--- config.mk ---
export PLATFORM = sky130hd
export DESIGN_NAME = allocation_lease_table
export DESIGN_NICKNAME = d
export VERILOG_FILES = /design/src/rtl/alt_pkg.sv /design/src/rtl/alt_cell.sv /design/src/rtl/allocation_lease_table.sv
export SDC_FILE = /design/constraint.sdc
export NUM_CORES = 2
export LEC_CHECK = 0
export ABC_AREA = 1
export BUFFER_PORTS_ARGS = -buffer_cell sky130_fd_sc_hd__buf_2
export CORE_MARGIN = 5
export CORE_UTILIZATION = 25
export CTS_CLUSTER_SIZE = 10
export DETAILED_ROUTE_END_ITERATION = 7
export PLACE_DENSITY = 0.4
export SLEW_MARGIN = 10
export SYNTH_ARGS = -nofsm -noshare
export SYNTH_HDL_FRONTEND = slang
export SYNTH_SLANG_ARGS = --single-unit
export TNS_END_PERCENT = 100
--- constraint.sdc ---
create_clock -name i_clk -period 16.4 [get_ports i_clk]
set_clock_uncertainty 0.15 [all_clocks]
set_input_delay 4.92 -clock i_clk [delete_from_list [all_inputs] [get_ports i_clk]]
set_output_delay 4.92 -clock i_clk [all_outputs]
set_load 0.01 [all_outputs]
--- src/rtl/alt_pkg.sv ---
// Shared types for the allocation lease table: command and status codes,
// and the lease entry record carried along the cell chain. No dependencies.
`default_nettype none
package alt_pkg;

    typedef enum logic [1:0] {
        CMD_ALLOC = 2'd0,
        CMD_FREE  = 2'd1,
        CMD_TICK  = 2'd2
    } t_cmd;

    typedef enum logic [2:0] {
        STS_TRACKED    = 3'd0,
        STS_UNTRACKED  = 3'd1,
        STS_ALLOC_FAIL = 3'd2,
        STS_FREED      = 3'd3,
        STS_EXPIRED    = 3'd4,
        STS_TICK_DONE  = 3'd5,
        STS_NULL       = 3'd6
    } t_status;

    typedef struct packed {
        logic [31:0] address;
        logic [31:0] size;
        logic [31:0] start;
        logic [31:0] keep;
    } t_entry;

endpackage
`default_nettype wire

--- src/rtl/alt_cell.sv ---
// One lease entry of the ring; loads its neighbor's entry on each shift.
// Depends on alt_pkg.
`default_nettype none
module alt_cell (
    input  wire logic            i_clk,
    input  wire logic            i_rst_n,
    input  wire logic            i_shift,
    input  wire alt_pkg::t_entry i_entry,
    output alt_pkg::t_entry      o_entry
);
    import alt_pkg::*;

    t_entry r_entry;

    // Clear at reset: a zero size marks the slot free.
    always_ff @(posedge i_clk) begin
        if (!i_rst_n) begin
            r_entry <= '0;
        end else if (i_shift) begin
            r_entry <= i_entry;
        end
    end

    assign o_entry = r_entry;

endmodule
`default_nettype wire

--- src/rtl/allocation_lease_table.sv ---
// Top level of the allocation lease table: command sequencer, counters,
// output register and a ring of alt_cell lease entries. Depends on alt_pkg, alt_cell.
//
//   channel | direction | handshake               | words
//   --------+-----------+-------------------------+------------------------------
//   in      | input     | i_in_valid / o_in_ready | one command word
//   out     | output    | o_out_valid / i_out_ready | 0 or 1 word, or up to SLOTS+1 on tick
//
// Sequence: an allocate or free with a nonzero address and every tick pass through
// accept, one ring rotation step per slot and finish; a null allocate or free goes
// from accept to finish, and command 3 is only accepted. All compares sit at the
// single head cell: the ring rotates one slot per cycle past it unless an expiry waits.
// Reset: synchronous, clears every cell and counter.
// Stalls: an expiring slot or the final word waits at the head while the output
// register is still held; a new command is taken only when the sequencer is idle.
`default_nettype none
module allocation_lease_table #(
    parameter int SLOTS    = 16,
    localparam int SLOT_W  = $clog2(SLOTS + 1)
) (
    input  wire logic                i_clk,
    input  wire logic                i_rst_n,
    // command channel
    input  wire logic                i_in_valid,
    output logic                     o_in_ready,
    input  wire logic [1:0]          i_command,
    input  wire logic [31:0]         i_address,
    input  wire logic [31:0]         i_alloc_size,
    input  wire logic [31:0]         i_keep_time,
    // result channel
    output logic                     o_out_valid,
    input  wire logic                i_out_ready,
    output logic [2:0]               o_status,
    output logic [31:0]              o_release_address,
    output logic [SLOT_W-1:0]        o_slot,
    output logic [31:0]              o_fail_count,
    output logic [31:0]              o_alloc_total,
    output logic [31:0]              o_seconds_now,
    output logic                     o_last
);
    import alt_pkg::*;

    localparam int IDX_W = (SLOTS > 1) ? $clog2(SLOTS) : 1;
    localparam logic [SLOT_W-1:0] NO_SLOT  = SLOT_W'(SLOTS);
    localparam logic [IDX_W-1:0]  LAST_IDX = IDX_W'(SLOTS - 1);

    typedef enum logic [1:0] {
        S_IDLE,
        S_SCAN,
        S_FIN
    } t_state;

    t_state             r_state;
    t_cmd               r_cmd;
    logic [31:0]        r_addr;
    logic [31:0]        r_size;
    logic [31:0]        r_keep;
    logic               r_found;
    logic [SLOT_W-1:0]  r_slot;
    logic [IDX_W-1:0]   r_idx;
    logic [31:0]        r_seconds;
    logic [31:0]        r_fails;
    logic [31:0]        r_total;

    logic               r_out_valid;
    t_status            r_out_status;
    logic [31:0]        r_out_addr;
    logic [SLOT_W-1:0]  r_out_slot;
    logic [31:0]        r_out_fails;
    logic [31:0]        r_out_total;
    logic [31:0]        r_out_seconds;
    logic               r_out_last;

    // Ring of cells: cell i takes cell i+1, the last cell takes the edited head.
    t_entry w_cell [SLOTS];
    t_entry n_head;
    t_entry w_head;
    logic   w_shift;

    assign w_head = w_cell[0];

    genvar g;
    generate
        for (g = 0; g < SLOTS; g++) begin : g_cell
            alt_cell u_cell (
                .i_clk   (i_clk),
                .i_rst_n (i_rst_n),
                .i_shift (w_shift),
                .i_entry ((g == SLOTS - 1) ? n_head : w_cell[(g + 1) % SLOTS]),
                .o_entry (w_cell[g])
            );
        end
    endgenerate

    // Head compares: the entry now in cell 0 is original slot r_idx.
    logic w_out_free;
    logic w_alloc_hit;
    logic w_free_hit;
    logic w_expire_hit;
    logic w_out_load;
    logic [31:0] w_due;

    assign w_out_free   = !r_out_valid || i_out_ready;
    assign w_due        = w_head.start + w_head.keep;
    assign w_alloc_hit  = (r_cmd == CMD_ALLOC) && !r_found && (w_head.size == '0);
    assign w_free_hit   = (r_cmd == CMD_FREE) && !r_found && (w_head.address == r_addr);
    assign w_expire_hit = (r_cmd == CMD_TICK) && (w_head.size != '0)
                          && (w_head.keep != '0) && (r_seconds >= w_due);
    // Hold the ring while an expiring entry waits for the output register.
    assign w_shift      = (r_state == S_SCAN) && (!w_expire_hit || w_out_free);
    // Load the output register with an expiry or with the final word.
    assign w_out_load   = (w_shift && w_expire_hit) || ((r_state == S_FIN) && w_out_free);

    always_comb begin
        n_head = w_head;
        if (w_alloc_hit) begin
            n_head.address = r_addr;
            n_head.size    = r_size;
            n_head.start   = r_seconds;
            n_head.keep    = r_keep;
        end else if (w_free_hit || w_expire_hit) begin
            n_head = '0;
        end
    end

    // Final word of the command, from the command and the scan outcome.
    t_status           w_fin_status;
    logic [31:0]       w_fin_addr;
    logic [SLOT_W-1:0] w_fin_slot;

    always_comb begin
        w_fin_status = STS_TICK_DONE;
        w_fin_addr   = '0;
        w_fin_slot   = NO_SLOT;
        unique case (r_cmd)
            CMD_ALLOC: begin
                if (r_addr == '0) begin
                    w_fin_status = STS_ALLOC_FAIL;
                end else if (r_found) begin
                    w_fin_status = STS_TRACKED;
                    w_fin_addr   = r_addr;
                    w_fin_slot   = r_slot;
                end else begin
                    w_fin_status = STS_UNTRACKED;
                    w_fin_addr   = r_addr;
                end
            end
            CMD_FREE: begin
                if (r_addr == '0) begin
                    w_fin_status = STS_NULL;
                end else begin
                    w_fin_status = STS_FREED;
                    w_fin_addr   = r_addr;
                    w_fin_slot   = r_slot;
                end
            end
            default: begin
                w_fin_status = STS_TICK_DONE;
            end
        endcase
    end

    always_ff @(posedge i_clk) begin
        if (!i_rst_n) begin
            r_state     <= S_IDLE;
            r_idx       <= '0;
            r_found     <= 1'b0;
            r_seconds   <= '0;
            r_fails     <= '0;
            r_total     <= '0;
            r_out_valid <= 1'b0;
        end else begin
            // Set valid on a load, drop the held word once taken.
            if (w_out_load) begin
                r_out_valid <= 1'b1;
            end else if (r_out_valid && i_out_ready) begin
                r_out_valid <= 1'b0;
            end
            unique case (r_state)
                S_IDLE: begin
                    if (i_in_valid) begin
                        r_cmd   <= t_cmd'(i_command);
                        r_addr  <= i_address;
                        r_size  <= i_alloc_size;
                        r_keep  <= i_keep_time;
                        r_found <= 1'b0;
                        r_slot  <= NO_SLOT;
                        r_idx   <= '0;
                        unique case (t_cmd'(i_command))
                            CMD_ALLOC: begin
                                r_total <= r_total + 32'd1;
                                if (i_address == '0) begin
                                    r_fails <= r_fails + 32'd1;
                                    r_state <= S_FIN;
                                end else begin
                                    r_state <= S_SCAN;
                                end
                            end
                            CMD_FREE: begin
                                r_state <= (i_address == '0) ? S_FIN : S_SCAN;
                            end
                            CMD_TICK: begin
                                r_seconds <= r_seconds + 32'd1;
                                r_state   <= S_SCAN;
                            end
                            default: begin
                                r_state <= S_IDLE;
                            end
                        endcase
                    end
                end
                S_SCAN: begin
                    if (w_shift) begin
                        if (w_alloc_hit || w_free_hit) begin
                            r_found <= 1'b1;
                            r_slot  <= SLOT_W'(r_idx);
                        end
                        if (w_expire_hit) begin
                            r_out_status  <= STS_EXPIRED;
                            r_out_addr    <= w_head.address;
                            r_out_slot    <= SLOT_W'(r_idx);
                            r_out_fails   <= r_fails;
                            r_out_total   <= r_total;
                            r_out_seconds <= r_seconds;
                            r_out_last    <= 1'b0;
                        end
                        if (r_idx == LAST_IDX) begin
                            r_idx   <= '0;
                            r_state <= S_FIN;
                        end else begin
                            r_idx <= r_idx + IDX_W'(1);
                        end
                    end
                end
                S_FIN: begin
                    if (w_out_free) begin
                        r_out_status  <= w_fin_status;
                        r_out_addr    <= w_fin_addr;
                        r_out_slot    <= w_fin_slot;
                        r_out_fails   <= r_fails;
                        r_out_total   <= r_total;
                        r_out_seconds <= r_seconds;
                        r_out_last    <= 1'b1;
                        r_state       <= S_IDLE;
                    end
                end
                default: begin
                    r_state <= S_IDLE;
                end
            endcase
        end
    end

    assign o_in_ready        = (r_state == S_IDLE);
    assign o_out_valid       = r_out_valid;
    assign o_status          = r_out_status;
    assign o_release_address = r_out_addr;
    assign o_slot            = r_out_slot;
    assign o_fail_count      = r_out_fails;
    assign o_alloc_total     = r_out_total;
    assign o_seconds_now     = r_out_seconds;
    assign o_last            = r_out_last;

    // The ring must sit in its home position whenever no scan is running.
    a_idle_home: assert property (@(posedge i_clk) disable iff (!i_rst_n)
        (r_state != S_SCAN) |-> (r_idx == '0))
        else $error("ring not at home position outside a scan");

    // Only expiry words are non-final.
    a_nonfinal_expired: assert property (@(posedge i_clk) disable iff (!i_rst_n)
        (r_out_valid && !r_out_last) |-> (r_out_status == STS_EXPIRED))
        else $error("non-final word is not an expiry");

    // A failed allocation never names a slot.
    a_fail_no_slot: assert property (@(posedge i_clk) disable iff (!i_rst_n)
        (r_out_valid && (r_out_status == STS_ALLOC_FAIL)) |-> (r_out_slot == NO_SLOT))
        else $error("failed allocation reports a slot");

    // Never shift the ring past an expiry that could not be loaded.
    a_expiry_held: assert property (@(posedge i_clk) disable iff (!i_rst_n)
        (w_shift && w_expire_hit) |-> w_out_free)
        else $error("expiry dropped while output register busy");

endmodule
`default_nettype wire

==> flow_summary.ini <==
[finish]
fin_nets = 11500
drive_gt1_share_pct = 6.20
fill_cells = 39600
largest_reg_flops = 2048
area_growth_syn_to_layout_pct = 12.5
multi_input_area_sq_mm = 0.0341
finish.utilization_pct = 28.3
register_area_sq_mm = 0.0503

[placement]
io_buffers = 240
dp_hpwl_um = 140000
gp_congestion = 0.827

[global_routing]
grt_pass1_wl_um = 376000
busiest_layer = met1
track_usage_pct = 11.9
grt_max_degree = 229
use_met3_pct = 1.86
grt_pass1_vias = 65200
grt_antenna_before_repair = 13
grtUsageMet1_pct = 17.7
use_met2_pct = 17.5
grt_overflow = 0

[synth]
synth_top_family_by_area = simple AND/OR/NAND/NOR gates
ys_ff_latch = 2392
ys_seq_area_share_pct = 55.1
synth_edf_count = 240
synth_xor_area_share_pct = 0.912
synthAdderAreaFrac_pct = 0.940
ys.flop_type = dfxtp_1
synth.top_cell.area_share_pct = 47.2
ys_top_cells_by_area = dfxtp_1 (47%), nor2_1 (18%), o21ai_0 (9.0%)
async_reset_ff_share_pct = 0
yosysTopAreaCell = dfxtp_1
synth_compound_area_share_pct = 11.9
synth_simple_gate_area_share_pct = 23.5
ys_types = 47
ys_warn_count = 0
muxShareOfSynthArea_pct = 0
synth_fp_nets = 11600
syn_area_sq_mm = 0.0913
synth_common_cells = nor2_1 (4436), dfxtp_1 (2152), o21ai_0 (1636)
avgSynthCellArea_sq_um = 7.98
netlist_instances = 11400
yosysMostFrequentCell = nor2_1

[setup_path]
cpMaxStageDelayCell = inv_8
cp-end-kind = flip-flop
start_kind = primary input
crit_start = i_out_ready
r2r-start = g_cell[0].u_cell.o_entry[32]
worst-path-buf-inv = 6
path_class = primary input to flip-flop
critPathMaxFanout = 150
worstPathRequired_ps = 17030
worstRegToRegCells = 27
cp_num_cells = 11
arrival_ps = 10410
cp_cell_sequence = buf_2, nor2_1, nand3_4, buf_4, nand2_8, inv_8, buf_4, buf_4, buf_4, nor2_1, nor2_1
crit_end = g_cell[10].u_cell.o_entry[80]
crit_top_cell = buf_4
r2r_end = g_cell[10].u_cell.o_entry[80]
crit_family = buffers and inverters
cpPeakStageDelay_ps = 920
rrSetupSlack_ps = 7270

[clocking]
clock_sinks = 2392
postCtsHoldBufs = 0
cts_tree = built
clock_tree.root_cell = clkbuf_16
clk_latency_ps = 870
htreeDepth = 5
path_clk_slew_ps = 50
clockBufferDepth = 4
cts_buffers = 292
ctsResizeCount = 0
post_cts_buffers = 0

[power]
pwr-share-clk_pct = 33.5
leakagePower_uw = 0.0392
p_sw_uw = 5650
power_frac_comb_pct = 21.6
internal-power_uw = 12100
vdd_ir_drop_max_uv = 81.0
p_seq_share_pct = 44.9
power.density_mw_per_mm2 = 173
swShare_pct = 31.9

[route]
drt_pass1_iterations = 7
drtIter0Drc = 5136
num_vias = 69500
routed_via_density = 4.27
ant_nets = 0
wire_per_inst_um = 14.4
drc = 0
wirelength_um = 234000

[timing]
fmaxAchievable_mhz = 102
hold_violations = 0
worstMarginPinSlew_ps = 1130
fin_crit_sh_pct = 59.6
fin_setup_tns_ps = 0
finalCriticalPeriod_ps = 9780
finalMaxSlewViolations = 0
rsz0062_at_grt = false
relSlewSlack_pct = 24.9
setup_viol = 0

[die]
rows = 221
die-area_sq_mm = 0.377
die_w_um = 614
initial_core_util_pct = 25.1
core-area_sq_mm = 0.363
fp.dieH_um = 614
ios = 241

[min_path]
hold_class = flip-flop to flip-flop

[status]
status = completed

[run]
drv_cap = 0
==> cells in the final DEF, fill, tap and decap left out, types with 196 or more instances in the layout <==
master,Yosys,final
nand3_1,196,196
inv_1,405,405
buf_2,103,239
edfxtp_1,240,240
o21ai_1,360,360
nor2_1,4436,4434
clkbuf_16,0,302
dfxtp_1,2152,2152
nand2_1,748,746
o21ai_0,1636,1636
==> routing by layer <==
layer / wire length, um / vias to the layer above
met5: 0 / -
met4: 6420 / 0
met3: 9020 / 384
met2: 97000 / 927
met1: 122000 / 31900
li1: - / 36400
==> area by class of cell <==
type / instances / area share (%)
Inverter: 416 / 1.53
Tap cell: 4794 / 5.84
Timing Repair Buffer: 328 / 1.99
Sequential cell: 2392 / 49.0
Antenna cell: 3 / 0.00731
Clock buffer: 432 / 8.08
Multi-Input combinational cell: 7875 / 33.2
Clock inverter: 26 / 0.331
==> power groups by stage <==
| stage | combinational (uW) | clock, uW | sequential (uW) |
|---|---|---|---|
| after floorplan | 3410 | 0 | 7870 |
| after global placement | 3890 | 0 | 8090 |
| after detailed placement | 3900 | 0 | 8090 |
| after CTS | 3910 | 6220 | 7980 |
| after global routing | 4510 | 6440 | 8130 |
| final | 3820 | 5940 | 7960 |
==> logic make-up after synthesis <==
| logic type | after synthesis |
|---|---|
| AOI/OAI and AO/OA | 2161 |
| adders and majority gates | 68 |
| xor gates and xnor gates | 95 |
| DFF | 2392 |
| and+or+nand+nor | 5551 |
| buffers and inverters | 1165 |
==> worst min path at each step <==
stage,from,endpoint,slack (ps),depth (start not counted)
6_report,r_total[20],o_alloc_total[20],300,0
5_1_grt,g_cell[12].u_cell.o_entry[21],g_cell[12].u_cell.o_entry[21],340,2
4_1_cts,r_total[20],o_alloc_total[20],310,0
3_5_place_dp,r_total[20],o_alloc_total[20],300,0
3_3_place_gp,r_total[20],o_alloc_total[20],300,0
2_1_floorplan,r_total[21],o_alloc_total[21],280,0
==> stage by stage <==
step	worst slack, ps	cell area [sq um]	cells	hold slack, ps	power [uW]
after detailed placement	5620	94000	15800	296	12000
after floorplan	663	91300	11400	280	11300
after CTS	6610	103000	16300	308	18100
after global routing	6050	103000	16300	336	19100
after global placement	5640	94000	15800	303	12000
final	6620	103000	16300	301	17700
(Power assumes the default switching activity.)
